===== config.mk =====
export PLATFORM = sky130hd
export DESIGN_NAME = class_constant_pool_parser_flat
export DESIGN_NICKNAME = d
export VERILOG_FILES = /design/src/rtl/core/ccpp_pkg.sv /design/src/rtl/core/ccpp_if.sv /design/src/rtl/core/ccpp_front.sv /design/src/rtl/core/ccpp_queue.sv /design/src/rtl/core/ccpp_back.sv /design/src/rtl/core/class_constant_pool_parser.sv /design/src/flat_wrapper.sv
export SDC_FILE = /design/constraint.sdc
export NUM_CORES = 1
export LEC_CHECK = 0
export BUFFER_PORTS_ARGS = -buffer_cell sky130_fd_sc_hd__buf_2
export CORE_MARGIN = 5
export CORE_UTILIZATION = 55
export CTS_CLUSTER_SIZE = 28
export DETAILED_ROUTE_END_ITERATION = 16
export PLACE_DENSITY_LB_ADDON = 0.15
export SYNTH_ARGS = -nofsm -noshare
export SYNTH_HDL_FRONTEND = slang
export SYNTH_SLANG_ARGS = --single-unit

===== constraint.sdc =====
create_clock -name i_clk -period 16.6 [get_ports i_clk]
set_input_delay 1.66 -clock i_clk [delete_from_list [all_inputs] [get_ports i_clk]]
set_output_delay 1.66 -clock i_clk [all_outputs]
set_load 0.05 [all_outputs]

===== src/rtl/core/ccpp_pkg.sv =====
// Package for the constant pool parser: tag and result kind codes, the
// field size table and the record type carried from the front to the back.
// No dependencies.
`default_nettype none

package ccpp_pkg;

    // Constant pool tags.
    localparam logic [7:0] TAG_UTF8          = 8'd1;
    localparam logic [7:0] TAG_INTEGER       = 8'd3;
    localparam logic [7:0] TAG_FLOAT         = 8'd4;
    localparam logic [7:0] TAG_LONG          = 8'd5;
    localparam logic [7:0] TAG_DOUBLE        = 8'd6;
    localparam logic [7:0] TAG_CLASS         = 8'd7;
    localparam logic [7:0] TAG_STRING        = 8'd8;
    localparam logic [7:0] TAG_FIELDREF      = 8'd9;
    localparam logic [7:0] TAG_METHODREF     = 8'd10;
    localparam logic [7:0] TAG_IMETHODREF    = 8'd11;
    localparam logic [7:0] TAG_NAME_AND_TYPE = 8'd12;
    localparam logic [7:0] TAG_METHOD_HANDLE = 8'd15;
    localparam logic [7:0] TAG_METHOD_TYPE   = 8'd16;
    localparam logic [7:0] TAG_INVOKE_DYN    = 8'd18;

    // Result kinds.
    localparam logic [1:0] KIND_ENTRY  = 2'd0;
    localparam logic [1:0] KIND_TEXT   = 2'd1;
    localparam logic [1:0] KIND_ERROR  = 2'd2;
    localparam logic [1:0] KIND_EXCESS = 2'd3;

    // Default depth of the queue between front and back.
    localparam int QUEUE_DEPTH = 4;

    // One result as the front produces it; the back splits acc into fields.
    typedef struct packed {
        logic [1:0]  kind;
        logic [15:0] slot;
        logic [7:0]  tag;
        logic [63:0] acc;
        logic [7:0]  text;
        logic        last;
        logic        done;
    } t_qrec;

    // Number of field bytes after a tag; zero marks an unknown tag.
    function automatic logic [3:0] field_size(input logic [7:0] tag);
        logic [3:0] n;
        case (tag)
            TAG_UTF8, TAG_CLASS, TAG_STRING, TAG_METHOD_TYPE: n = 4'd2;
            TAG_METHOD_HANDLE: n = 4'd3;
            TAG_INTEGER, TAG_FLOAT, TAG_FIELDREF, TAG_METHODREF, TAG_IMETHODREF,
            TAG_NAME_AND_TYPE, TAG_INVOKE_DYN: n = 4'd4;
            TAG_LONG, TAG_DOUBLE: n = 4'd8;
            default: n = 4'd0;
        endcase
        return n;
    endfunction

endpackage

`default_nettype wire


===== src/rtl/core/ccpp_if.sv =====
// Valid/ready channel interfaces for the pool byte input and the result output.
// No dependencies.
`default_nettype none

interface ccpp_in_if;
    logic       valid;
    logic       ready;
    logic [7:0] data_byte;
    logic       first_byte;

    modport source (output valid, output data_byte, output first_byte, input ready);
    modport sink   (input valid, input data_byte, input first_byte, output ready);
endinterface

interface ccpp_out_if;
    logic        valid;
    logic        ready;
    logic [1:0]  kind;
    logic [15:0] slot;
    logic [7:0]  entry_tag;
    logic [31:0] value_high;
    logic [31:0] value_low;
    logic [7:0]  text_byte;
    logic        last_text;
    logic        pool_done;

    modport source (output valid, output kind, output slot, output entry_tag,
                    output value_high, output value_low, output text_byte,
                    output last_text, output pool_done, input ready);
    modport sink   (input valid, input kind, input slot, input entry_tag,
                    input value_high, input value_low, input text_byte,
                    input last_text, input pool_done, output ready);
endinterface

`default_nettype wire


===== src/rtl/core/ccpp_front.sv =====
// Front of the parser: accepts pool bytes, runs the tag/field/text state
// machine and pushes result records. Depends on ccpp_pkg and ccpp_if.
`default_nettype none

module ccpp_front (
    input  wire               i_clk,
    input  wire               i_rst_n,
    ccpp_in_if.sink           i_in,
    input  wire               i_cfg_we,
    input  wire  [15:0]       i_cfg_wdata,
    input  wire               i_q_full,
    output logic              o_push,
    output ccpp_pkg::t_qrec   o_rec
);

    typedef enum logic [2:0] {
        PH_TAG, PH_FIELDS, PH_TEXTLEN, PH_TEXT, PH_EXHAUSTED
    } t_phase;

    t_phase      r_phase, n_phase;
    logic [15:0] r_slot, n_slot;
    logic [7:0]  r_tag, n_tag;
    logic [3:0]  r_fbl, n_fbl;
    logic [63:0] r_shift, n_shift;
    logic [15:0] r_text_left, n_text_left;
    logic        r_halted, n_halted;
    logic [15:0] r_pool_count;

    logic accept;

    assign i_in.ready = !i_q_full;
    assign accept     = i_in.valid && !i_q_full;

    always_comb begin
        t_phase      e_phase;
        logic [15:0] e_slot;
        logic [3:0]  e_fbl;
        logic [63:0] e_shift;
        logic [15:0] e_tl;
        logic        e_halted;
        logic [3:0]  size;
        logic [63:0] sh_new;
        logic [3:0]  fbl_dec;
        logic [15:0] tl_dec;
        logic [16:0] next_slot;
        logic        wide;

        n_phase     = r_phase;
        n_slot      = r_slot;
        n_tag       = r_tag;
        n_fbl       = r_fbl;
        n_shift     = r_shift;
        n_text_left = r_text_left;
        n_halted    = r_halted;
        o_push      = 1'b0;
        o_rec       = '0;

        e_phase  = r_phase;
        e_slot   = r_slot;
        e_fbl    = r_fbl;
        e_shift  = r_shift;
        e_tl     = r_text_left;
        e_halted = r_halted;
        if (i_in.first_byte) begin
            e_phase  = PH_TAG;
            e_slot   = 16'd1;
            e_fbl    = 4'd0;
            e_shift  = 64'd0;
            e_tl     = 16'd0;
            e_halted = 1'b0;
        end

        size      = ccpp_pkg::field_size(i_in.data_byte);
        sh_new    = {e_shift[55:0], i_in.data_byte};
        fbl_dec   = (e_fbl != 4'd0) ? e_fbl - 4'd1 : 4'd0;
        tl_dec    = (e_tl != 16'd0) ? e_tl - 16'd1 : 16'd0;
        wide      = (r_tag == ccpp_pkg::TAG_LONG) || (r_tag == ccpp_pkg::TAG_DOUBLE);
        next_slot = {1'b0, e_slot} + (wide ? 17'd2 : 17'd1);

        if (accept) begin
            n_phase     = e_phase;
            n_slot      = e_slot;
            n_fbl       = e_fbl;
            n_shift     = e_shift;
            n_text_left = e_tl;
            n_halted    = e_halted;
            if (!e_halted) begin
                if (e_phase == PH_TAG && e_slot >= r_pool_count) begin
                    e_phase = PH_EXHAUSTED;
                end
                o_rec.slot = e_slot;
                o_rec.tag  = r_tag;
                case (e_phase)
                    PH_TAG: begin
                        n_tag   = i_in.data_byte;
                        n_shift = 64'd0;
                        if (size == 4'd0) begin
                            n_halted   = 1'b1;
                            o_push     = 1'b1;
                            o_rec.kind = ccpp_pkg::KIND_ERROR;
                            o_rec.tag  = i_in.data_byte;
                        end else begin
                            n_fbl   = size;
                            n_phase = (i_in.data_byte == ccpp_pkg::TAG_UTF8) ?
                                      PH_TEXTLEN : PH_FIELDS;
                        end
                    end
                    PH_FIELDS, PH_TEXTLEN: begin
                        n_shift = sh_new;
                        n_fbl   = fbl_dec;
                        if (fbl_dec == 4'd0) begin
                            o_push     = 1'b1;
                            o_rec.kind = ccpp_pkg::KIND_ENTRY;
                            o_rec.acc  = sh_new;
                            if (e_phase == PH_TEXTLEN && sh_new[15:0] != 16'd0) begin
                                // A text header leads into its content bytes.
                                n_text_left = sh_new[15:0];
                                n_phase     = PH_TEXT;
                            end else begin
                                if (e_phase == PH_TEXTLEN) begin
                                    n_text_left = 16'd0;
                                end
                                n_slot = next_slot[15:0];
                                if (next_slot >= {1'b0, r_pool_count}) begin
                                    n_phase    = PH_EXHAUSTED;
                                    o_rec.done = 1'b1;
                                end else begin
                                    n_phase = PH_TAG;
                                end
                            end
                        end
                    end
                    PH_TEXT: begin
                        n_text_left = tl_dec;
                        o_push      = 1'b1;
                        o_rec.kind  = ccpp_pkg::KIND_TEXT;
                        o_rec.text  = i_in.data_byte;
                        if (tl_dec == 16'd0) begin
                            o_rec.last = 1'b1;
                            n_slot     = next_slot[15:0];
                            if (next_slot >= {1'b0, r_pool_count}) begin
                                n_phase    = PH_EXHAUSTED;
                                o_rec.done = 1'b1;
                            end else begin
                                n_phase = PH_TAG;
                            end
                        end
                    end
                    default: begin
                        n_phase    = PH_EXHAUSTED;
                        o_push     = 1'b1;
                        o_rec.kind = ccpp_pkg::KIND_EXCESS;
                        o_rec.tag  = 8'd0;
                    end
                endcase
            end
        end
    end

    always_ff @(posedge i_clk) begin
        if (!i_rst_n) begin
            r_phase      <= PH_TAG;
            r_slot       <= 16'd1;
            r_tag        <= 8'd0;
            r_fbl        <= 4'd0;
            r_shift      <= 64'd0;
            r_text_left  <= 16'd0;
            r_halted     <= 1'b0;
            r_pool_count <= 16'd0;
        end else begin
            r_phase     <= n_phase;
            r_slot      <= n_slot;
            r_tag       <= n_tag;
            r_fbl       <= n_fbl;
            r_shift     <= n_shift;
            r_text_left <= n_text_left;
            r_halted    <= n_halted;
            if (i_cfg_we) begin
                r_pool_count <= i_cfg_wdata;
            end
        end
    end

endmodule

`default_nettype wire


===== src/rtl/core/ccpp_queue.sv =====
// Short queue of result records between the front and the back.
// Depends on ccpp_pkg.
`default_nettype none

module ccpp_queue #(
    parameter int DEPTH = ccpp_pkg::QUEUE_DEPTH
) (
    input  wire              i_clk,
    input  wire              i_rst_n,
    input  wire              i_push,
    input  ccpp_pkg::t_qrec  i_rec,
    input  wire              i_pop,
    output logic             o_full,
    output logic             o_empty,
    output ccpp_pkg::t_qrec  o_rec
);

    localparam int AW = (DEPTH > 1) ? $clog2(DEPTH) : 1;
    localparam int CW = $clog2(DEPTH + 1);

    ccpp_pkg::t_qrec r_mem [DEPTH];
    logic [AW-1:0]   r_wr_ptr;
    logic [AW-1:0]   r_rd_ptr;
    logic [CW-1:0]   r_count;
    logic            do_push;
    logic            do_pop;

    assign o_full  = (r_count == CW'(DEPTH));
    assign o_empty = (r_count == '0);
    assign o_rec   = r_mem[r_rd_ptr];
    assign do_push = i_push && !o_full;
    assign do_pop  = i_pop && !o_empty;

    always_ff @(posedge i_clk) begin
        if (do_push) begin
            r_mem[r_wr_ptr] <= i_rec;
        end
    end

    always_ff @(posedge i_clk) begin
        if (!i_rst_n) begin
            r_wr_ptr <= '0;
            r_rd_ptr <= '0;
            r_count  <= '0;
        end else begin
            if (do_push) begin
                r_wr_ptr <= (r_wr_ptr == AW'(DEPTH - 1)) ? '0 : r_wr_ptr + 1'b1;
            end
            if (do_pop) begin
                r_rd_ptr <= (r_rd_ptr == AW'(DEPTH - 1)) ? '0 : r_rd_ptr + 1'b1;
            end
            if (do_push && !do_pop) begin
                r_count <= r_count + 1'b1;
            end else if (do_pop && !do_push) begin
                r_count <= r_count - 1'b1;
            end
        end
    end

    a_count_bound: assert property (@(posedge i_clk) disable iff (!i_rst_n)
        r_count <= CW'(DEPTH))
        else $error("queue count exceeds its depth");

    a_no_push_full: assert property (@(posedge i_clk) disable iff (!i_rst_n)
        !(i_push && o_full))
        else $error("front pushed a record into a full queue");

    a_count_up: assert property (@(posedge i_clk) disable iff (!i_rst_n)
        (do_push && !do_pop) |=> (r_count == $past(r_count) + 1'b1))
        else $error("queue count did not follow a lone push");

endmodule

`default_nettype wire


===== src/rtl/core/ccpp_back.sv =====
// Back of the parser: pops result records, splits the accumulated field bytes
// by tag and holds the result in the output register. Depends on ccpp_pkg, ccpp_if.
`default_nettype none

module ccpp_back (
    input  wire              i_clk,
    input  wire              i_rst_n,
    input  wire              i_q_empty,
    input  ccpp_pkg::t_qrec  i_rec,
    output logic             o_pop,
    ccpp_out_if.source       o_out
);

    logic        r_valid;
    logic [1:0]  r_kind;
    logic [15:0] r_slot;
    logic [7:0]  r_tag;
    logic [31:0] r_hi;
    logic [31:0] r_lo;
    logic [7:0]  r_text;
    logic        r_last;
    logic        r_done;

    logic [31:0] n_hi;
    logic [31:0] n_lo;

    assign o_pop = !i_q_empty && (!r_valid || o_out.ready);

    always_comb begin
        n_hi = 32'd0;
        n_lo = 32'd0;
        if (i_rec.kind == ccpp_pkg::KIND_ENTRY) begin
            case (i_rec.tag)
                ccpp_pkg::TAG_UTF8, ccpp_pkg::TAG_CLASS, ccpp_pkg::TAG_STRING,
                ccpp_pkg::TAG_METHOD_TYPE: begin
                    n_hi = {16'd0, i_rec.acc[15:0]};
                end
                ccpp_pkg::TAG_INTEGER, ccpp_pkg::TAG_FLOAT: begin
                    n_hi = i_rec.acc[31:0];
                end
                ccpp_pkg::TAG_LONG, ccpp_pkg::TAG_DOUBLE: begin
                    n_hi = i_rec.acc[63:32];
                    n_lo = i_rec.acc[31:0];
                end
                ccpp_pkg::TAG_METHOD_HANDLE: begin
                    n_hi = {24'd0, i_rec.acc[23:16]};
                    n_lo = {16'd0, i_rec.acc[15:0]};
                end
                default: begin
                    n_hi = {16'd0, i_rec.acc[31:16]};
                    n_lo = {16'd0, i_rec.acc[15:0]};
                end
            endcase
        end
    end

    always_ff @(posedge i_clk) begin
        if (!i_rst_n) begin
            r_valid <= 1'b0;
        end else if (o_pop) begin
            r_valid <= 1'b1;
        end else if (o_out.ready) begin
            r_valid <= 1'b0;
        end
    end

    always_ff @(posedge i_clk) begin
        if (o_pop) begin
            r_kind <= i_rec.kind;
            r_slot <= i_rec.slot;
            r_tag  <= i_rec.tag;
            r_hi   <= n_hi;
            r_lo   <= n_lo;
            r_text <= i_rec.text;
            r_last <= i_rec.last;
            r_done <= i_rec.done;
        end
    end

    assign o_out.valid      = r_valid;
    assign o_out.kind       = r_kind;
    assign o_out.slot       = r_slot;
    assign o_out.entry_tag  = r_tag;
    assign o_out.value_high = r_hi;
    assign o_out.value_low  = r_lo;
    assign o_out.text_byte  = r_text;
    assign o_out.last_text  = r_last;
    assign o_out.pool_done  = r_done;

endmodule

`default_nettype wire


===== src/rtl/core/class_constant_pool_parser.sv =====
// Class file constant pool parser, top level; uses ccpp_pkg, ccpp_if, ccpp_front,
// ccpp_queue and ccpp_back.
// Throughput: one byte item per cycle while the queue has room, set by the front FSM.
// A result item is written into the queue when the byte that completes it is accepted,
// then loaded into the back's output register, where it is offered.
// Reset (synchronous, active low) clears parser state, pool_count and the queue at once.
`default_nettype none

module class_constant_pool_parser #(
    parameter int QUEUE_DEPTH = ccpp_pkg::QUEUE_DEPTH
) (
    input  wire          i_clk,
    input  wire          i_rst_n,
    ccpp_in_if.sink      i_in,
    ccpp_out_if.source   o_out,
    input  wire          i_cfg_we,
    input  wire  [15:0]  i_cfg_wdata
);

    // The front takes one byte item per cycle as long as the queue has room. It
    // walks each entry through its tag, field and text phases and produces at most
    // one record per byte: an entry or text header, a text byte, an unknown tag
    // error or an excess byte past the last slot.
    //
    // The back turns a record into result fields: it splits the big-endian field
    // bytes by tag into value_high and value_low. Its output register lets the
    // front keep working while a result item waits on the output side, and the
    // queue absorbs stalls there until it is full, when the front stops taking bytes.

    logic             q_full;
    logic             q_empty;
    logic             push;
    logic             pop;
    ccpp_pkg::t_qrec  push_rec;
    ccpp_pkg::t_qrec  head_rec;

    ccpp_front u_front (
        .i_clk       (i_clk),
        .i_rst_n     (i_rst_n),
        .i_in        (i_in),
        .i_cfg_we    (i_cfg_we),
        .i_cfg_wdata (i_cfg_wdata),
        .i_q_full    (q_full),
        .o_push      (push),
        .o_rec       (push_rec)
    );

    ccpp_queue #(
        .DEPTH (QUEUE_DEPTH)
    ) u_queue (
        .i_clk   (i_clk),
        .i_rst_n (i_rst_n),
        .i_push  (push),
        .i_rec   (push_rec),
        .i_pop   (pop),
        .o_full  (q_full),
        .o_empty (q_empty),
        .o_rec   (head_rec)
    );

    ccpp_back u_back (
        .i_clk     (i_clk),
        .i_rst_n   (i_rst_n),
        .i_q_empty (q_empty),
        .i_rec     (head_rec),
        .o_pop     (pop),
        .o_out     (o_out)
    );

endmodule

`default_nettype wire

===== src/flat_wrapper.sv =====
// flat-port wrapper written by rule: the top's interface ports become plain ports
module class_constant_pool_parser_flat 
#(
    parameter int QUEUE_DEPTH = ccpp_pkg::QUEUE_DEPTH
)
  (i_clk, i_rst_n, i_cfg_we, i_cfg_wdata, i_in_valid, i_in_data_byte, i_in_first_byte, i_in_ready, o_out_valid, o_out_kind, o_out_slot, o_out_entry_tag, o_out_value_high, o_out_value_low, o_out_text_byte, o_out_last_text, o_out_pool_done, o_out_ready);
  ccpp_in_if i_in_i ();
  ccpp_out_if o_out_i ();
  input  wire i_clk;
  input  wire i_rst_n;
  input  wire i_cfg_we;
  input  wire  [15:0] i_cfg_wdata;
  input wire logic [$bits(i_in_i.valid)-1:0] i_in_valid;
  input wire logic [$bits(i_in_i.data_byte)-1:0] i_in_data_byte;
  input wire logic [$bits(i_in_i.first_byte)-1:0] i_in_first_byte;
  output wire logic [$bits(i_in_i.ready)-1:0] i_in_ready;
  output wire logic [$bits(o_out_i.valid)-1:0] o_out_valid;
  output wire logic [$bits(o_out_i.kind)-1:0] o_out_kind;
  output wire logic [$bits(o_out_i.slot)-1:0] o_out_slot;
  output wire logic [$bits(o_out_i.entry_tag)-1:0] o_out_entry_tag;
  output wire logic [$bits(o_out_i.value_high)-1:0] o_out_value_high;
  output wire logic [$bits(o_out_i.value_low)-1:0] o_out_value_low;
  output wire logic [$bits(o_out_i.text_byte)-1:0] o_out_text_byte;
  output wire logic [$bits(o_out_i.last_text)-1:0] o_out_last_text;
  output wire logic [$bits(o_out_i.pool_done)-1:0] o_out_pool_done;
  input wire logic [$bits(o_out_i.ready)-1:0] o_out_ready;
  assign i_in_i.valid = i_in_valid;
  assign i_in_i.data_byte = i_in_data_byte;
  assign i_in_i.first_byte = i_in_first_byte;
  assign i_in_ready = i_in_i.ready;
  assign o_out_valid = o_out_i.valid;
  assign o_out_kind = o_out_i.kind;
  assign o_out_slot = o_out_i.slot;
  assign o_out_entry_tag = o_out_i.entry_tag;
  assign o_out_value_high = o_out_i.value_high;
  assign o_out_value_low = o_out_i.value_low;
  assign o_out_text_byte = o_out_i.text_byte;
  assign o_out_last_text = o_out_i.last_text;
  assign o_out_pool_done = o_out_i.pool_done;
  assign o_out_i.ready = o_out_ready;
  class_constant_pool_parser #(.QUEUE_DEPTH(QUEUE_DEPTH)) u_core (.i_clk(i_clk), .i_rst_n(i_rst_n), .i_in(i_in_i), .o_out(o_out_i), .i_cfg_we(i_cfg_we), .i_cfg_wdata(i_cfg_wdata));
endmodule

-- Word level (Yosys, flattened, before mapping)
Memory sizes are Yosys's and may differ from the RTL's. A register that Yosys moved wholly into a read port is not among the register bits.
Index checks and enable logic that the tools add are counted.
- flip-flop bits (word level): 236
- bits in writable memories: 400
- ROM bits: 128
- input port bits: 30
- output and inout port bits: 102
- word-level logic and storage cells: 154
- memories: 2
- add/subtract/negate cells: 7
- magnitude comparators: 2
- equal/unequal tests: 18
- multiplexer cells: 69
- bitwise logic cells: 1
- reduce and logical (&&, ||, !) cells: 35
- memory list (name ; words ; width ; read ports ; clocked after Yosys merged registers in ; wr ports ; RTL line ; source):
    u_core.u_queue.r_mem ; 4 ; 100 ; 1 ; 1 ; 1 ; ccpp_queue.sv:21 ; ccpp_pkg::t_qrec r_mem [DEPTH];
    (name not given) ; 32 ; 4 ; 1 ; 0 ; 0 ; ccpp_pkg.sv:47 ; case (tag)
- operator list (operator ; count):
    $mux 64 ; 4
    $mux 100 ; 2
    $mux 16 ; 11
    $pmux 32 s4 ; 1
    $pmux 64 s2 ; 1
    $pmux 16 s2 ; 2
    $pmux 32 s2 ; 1
    $eq 8x3->1 const B ; 6
    $mux 3 ; 12
    $reduce_bool 16->1 ; 2
    $mux 4 ; 5
    $add 16x2->17 ; 1
    $ge 17x16->1 ; 1
    $eq 8x1->1 const B ; 2
    $eq 8x4->1 const B ; 2
    $ge 16x16->1 ; 1
    $logic_not 16->1 ; 1
    $mux 2 ; 8
    $pmux 8 s2 ; 1
    $sub 16x1->16 const B ; 1
    $mux 1 ; 14
    $logic_not 3->1 ; 4
    $mux 9 ; 1
    $pmux 3 s3 ; 1
    27 further kinds ; 47

-- Longest topological paths before layout
- word-level depth: 16
- depth in mapped cells: 27

-- By module
A second synthesis with hierarchy kept.
- cell total of the unflattened synthesis: 1812
- area total of the unflattened synthesis: 26819.5 µm²
- modules (own cells, without submodules) (module ; times used ; cells each ; area each (µm²) ; sequential area each (µm²)):
    ccpp_queue ; 1 ; 573 ; 15004.4 ; 12191.7
    ccpp_front ; 1 ; 962 ; 7608.5 ; 2402.3
    ccpp_back ; 1 ; 277 ; 4206.5 ; 3022.9

-- Worst setup path before layout
No wires, ideal clock.
- path type: input to register
- start: input port o_out_ready
- end: register u_core.u_queue.r_count[2]
- setup time: 0.070 ns
- arrival time: 8.312 ns
- required time: 16.530 ns
- path slack: 8.218 ns
- stages on the path: 9
- buffers on the path: 0
- cells stage by stage: inv_1 > a21oi_1 > inv_1 > ha_1 > inv_1 > fa_1 > xor2_1 > or3_1 > a21oi_1
- cells in the longest elaborated chain, start to end: 6
- elaborated cells between the ends (all ways): 8
- ends and longest elaborated chain (what ; RTL line ; source):
    start, declared ; flat_wrapper.sv:26 ; input wire logic [$bits(o_out_i.ready)-1:0] o_out_ready;
    $logic_or 1x1->1 * ; ccpp_back.sv:27 ; assign o_pop = !i_q_empty && (!r_valid || o_out.ready);
    $logic_and 1x1->1 * ; ccpp_back.sv:27 ;
    named net u_core.pop ; class_constant_pool_parser.sv:33 ; logic pop;
    $logic_and 1x1->1 * ; ccpp_queue.sv:32 ; assign do_pop = i_pop && !o_empty;
    $logic_not 1->1 ; ccpp_queue.sv:52 ; if (do_push && !do_pop) begin
    $logic_and 1x1->1 ; ccpp_queue.sv:52 ;
    $mux 3 or $reduce_bool 2->1 (tied branches) ; - ;
    end signal, assigned ; ccpp_queue.sv:53 ; r_count <= r_count + 1'b1;
    end signal, assigned ; ccpp_queue.sv:55 ; r_count <= r_count - 1'b1;
    end, declared ; ccpp_queue.sv:24 ; logic [CW-1:0] r_count;
The timed path passes the listed nets; every way through them passes the cells marked *.
A chain may end at the register's enable or synchronous reset.

-- Worst setup path in the final report
- start: input port i_in_first_byte
- end: memory u_core.u_queue.r_mem[3][38] (netlist name), enable pin
- cells in the longest elaborated chain, start to end: 14
- elaborated cells between the ends (all ways): 25
- ends and longest elaborated chain (what ; RTL line ; source):
    start, declared ; flat_wrapper.sv:15 ; input wire logic [$bits(i_in_i.first_byte)-1:0] i_in_first_byte;
    $mux 16 or $mux 3 (tied branches) ; ccpp_front.sv:64 ; if (i_in.first_byte) begin
    $ge 16x16->1 or $logic_not 3->1 (tied branches) ; ccpp_front.sv:88 ; if (e_phase == PH_TAG && e_slot >= r_pool_count) begin
    $logic_and 1x1->1 ; ccpp_front.sv:88 ;
    $mux 3 ; ccpp_front.sv:88 ;
    $mux 3 ; ccpp_front.sv:87 ; if (!e_halted) begin
    $mux 3 ; ccpp_front.sv:80 ; if (accept) begin
    $eq 3x2->1 or $eq 3x1->1 (tied branches) ; ccpp_front.sv:93 ; case (e_phase)
    $reduce_or 2->1 ; ccpp_front.sv:93 ;
    $pmux 1 s2 ; ccpp_front.sv:93 ;
    $mux 1 * ; ccpp_front.sv:87 ;
    $mux 1 * ; ccpp_front.sv:80 ;
    $logic_and 1x1->1 * ; ccpp_queue.sv:31 ; assign do_push = i_push && !o_full;
    named net u_core.u_queue.do_push ; ccpp_queue.sv:25 ; logic do_push;
    $mux 1 * ; ccpp_queue.sv:35 ; if (do_push) begin
    $mux 1 (not written as such) * ; ccpp_queue.sv:36 ; r_mem[r_wr_ptr] <= i_rec;
    end, declared ; ccpp_queue.sv:21 ;
The timed path passes the listed nets; every way through them passes the cells marked *. The select of a mux whose other input is x is not followed.

==> flow_summary.toml <==
[sta]
fin_crit_ns = 6.78
fin_ws_ns = 9.82
hold_viol = 0
setup_tns_ns = 0
maxSlewViolCount = 0
fmaxAchievable_mhz = 147
relSlewSlack = 0.280
tightestPinTransition_ns = 1.07
skew_ns = 0.0414
rsz0062_at_grt = "false"
setup_viol = 0
timing.final.crit_share = 0.409

[final_layout]
regArea_sq_um = 17600
multi_input_area_sq_um = 8010
final_common_cell = "edfxtp_1"
final_cells = 2503
fin_nets = 1914
syn2layout_area_growth_pct = 11.7
diodes = 0
layout_common_cells = "500 x edfxtp_1, 131 x buf_2, 128 x dfxtp_1, 108 x and2_1, 103 x nor2_1"
postLayoutCellArea_sq_um = 29400
drive_gt1_frac = 0.202
fill_cells = 3511

[worst_hold_path]
min_delay_path_depth = 2
hold_class = "reg -> reg"
worstHoldStart = "u_core.u_front.r_slot[14]"
hold-path-endpoint = "u_core.u_front.r_slot[14]"

[floorplan]
die-height_um = 229
start_util = 0.553
ioPinCount = 132
rows = 80
core_region_area_sq_um = 47500
dieArea_sq_um = 52300
die_w_um = 229

[setup_path]
slowest_delay_ns = 0.80
worstPathCellList = "buf_2 > buf_4 > inv_1 > nand2_1 > inv_1 > ha_1 > a2111oi_0 > o311ai_1 > a31oi_1 > o21a_1 > a21oi_1 > a21oi_1 > and2_4 > buf_4"
cp.required_ns = 16.84
r2r_cells = 21
critical_path_class = "in -> reg"
reg2reg_from = "u_core.u_front.r_tag[0]"
crit_fanout = 56
critPathCaptureType = "flop"
cpMaxStageDelayCell = "buf_4"
cp.arrival_ns = 7.02
r2r_end = "u_core.u_queue.r_mem[3][0]"
ff2ff_setup_slack_ns = 11.43
cp-start-kind = "input port"

[synth]
synth-compound-area-share = 0.0836
synth_fa_ha_area_frac = 0.0234
yosysTopAreaCell = "edfxtp_1"
synth_cell_type_count = 80
synthMuxAreaShare = 0.0974
synth_top_family_by_area = "multiplexers"
synth.avg_cell_area_sq_um = 15.3
synth_area_leaders = "edfxtp_1 57%, dfxtp_1 9.9%, mux4_2 8.6%"
synth-simple-area-share = 0.0885
async_flop_share = 0
yosys.area_share.xor_xnor = 0.00999
synth_fp_nets = 1799
synth_edf_count = 500
synth_top_area_share = 0.571
ys_seq_area_frac = 0.670
syn_area_sq_um = 26300
synth_ff_type = "edfxtp_1"
ys_ff_latch = 630
yosys_warnings = 0
synthCells = 1721

[power_and_ir_drop]
internal_power_mw = 3.18
clkPwrFrac = 0.284
p_per_area_nw_per_um2 = 165
swShare = 0.343
seqPwrFrac = 0.431
power_frac_comb = 0.285
ir_worst_vdd_mv = 0.163
switchingPower_mw = 1.66
p_leak_nw = 10.4

[placement]
placed_cell_area_sq_um = 27400
dp_worst_setup_slack_ns = 9.19
hpwlAfterDp_um = 38600
gp_congestion = 0.917
port_buffers = 131
dp_cells = 2388

[drt]
vias = 15400
drt_iter0_drc = 1470
routed_via_density = 6.14
wl_met2_um = 27400
wl_met3_um = 4330
drcViolationCount = 0
wirelength_um = 60800
drtPass1Iterations = 5
met1_length_um = 28300
wl_per_cell_um = 24.3
postRouteAntennaNets = 0
routed.top_layer = "met4"

[clock_tree]
cts_hold_buf = 0
cts_buffer_depth = 3
clk_latency_ns = 0.64
path_clk_slew_ns = 0.06
numCtsBuffers = 61
cts_setup_buffers = 0
cts_tree = "built"
cts_root_buf = "clkbuf_16"
cts_max_level = 2
cts.repair.resized = 0
clock-sinks = 630

[run_status]
status = "complete, no violations"

[grt]
antenna_found_initial = 2
grt_max_degree = 65
first_global_vias = 15000
grt_first_pass_wirelength_um = 93000
grt_overflow = 0
grt_usage = 0.229

[run]
cap_violations = 0
==> stage by stage <==
step	hold slack (ns)	utilization	total power, mW
after floorplan	0.424	-	3.15
after global placement	0.455	0.576	3.50
after detailed placement	0.459	0.576	3.52
after CTS	0.470	0.618	4.89
after global routing	0.484	0.618	5.04
final	0.465	0.618	4.84
==> registers in the layout, summed over array words and instances, names as in the netlist, 16 cells and up, named ones only <==
register                        count
u_core.u_queue.r_mem              400
u_core.u_front.r_shift             56
u_core.u_back.o_out.value_high     32
u_core.u_back.o_out.value_low      32
u_core.u_back.o_out.slot           16
u_core.u_front.r_pool_count        16
u_core.u_front.r_slot              16
u_core.u_front.r_text_left         16
==> how the worst max path moves through the flow <==
stage	startpoint	end	cells past startpoint
finish	i_in_first_byte	u_core.u_queue.r_mem[3][38]	14
global placement	i_in_first_byte	u_core.u_queue.r_mem[3][72]	14
CTS	i_in_first_byte	u_core.u_queue.r_mem[3][48]	14
floorplan	o_out_ready	u_core.u_queue.r_count[2]	9
global route	i_in_first_byte	u_core.u_queue.r_mem[1][67]	14
detailed placement	i_in_first_byte	u_core.u_queue.r_mem[3][72]	14
==> routing by layer <==
metal,track usage,up-vias
li1,-,6923
met1,0.365,7828
met2,0.337,544
met3,0.0421,63
met4,0.0403,0
met5,0,-
==> Yosys cell counts, drive strengths merged, types with 33 or more instances <==
master and number:
nand2 73, buf 36, a21oi 43, inv 43
edfxtp 500, a22o 72, ha 46, nor2 105
dfxtp 130, mux4 100, and2 112, o21ai 54
a22oi 33, clkbuf 66
==> cell type report <==
| type | count | share of cell area |
|---|---|---|
| clock inverter | 30 | 0.0106 |
| inverter | 43 | 0.00549 |
| clock buffer | 85 | 0.0574 |
| tap | 615 | 0.0262 |
| sequential | 630 | 0.600 |
| timing repair buffer | 154 | 0.0282 |
| multi-input combinational | 946 | 0.273 |
==> power by group through the flow <==
stage / clock, mW / combinational (mW) / sequential (mW)
2_1_floorplan: 0 / 0.617 / 2.54
5_1_grt: 1.47 / 1.46 / 2.11
3_5_place_dp: 0 / 1.39 / 2.12
6_report: 1.37 / 1.38 / 2.09
3_3_place_gp: 0 / 1.39 / 2.12
4_1_cts: 1.40 / 1.40 / 2.09
==> cells by family after synthesis <==
| group | Yosys count |
|---|---|
| DFF | 630 |
| and+or+nand+nor | 433 |
| AOI/OAI and AO/OA | 304 |
| buffers and inverters | 145 |
| muxes | 131 |
| adders and majority gates | 48 |
| xor gates and xnor gates | 30 |
==> critical path, delay by kind of cell <==
| kind | cells | cell delay [ns] |
|---|---|---|
| AO/OA/AOI/OAI | 6 | 2.15 |
| adder cells (fa/ha/maj) | 1 | 0.27 |
| buffers and inverters | 5 | 1.87 |
| AND/OR/NAND/NOR | 2 | 0.96 |
Power figures use the tool's default switching activity.
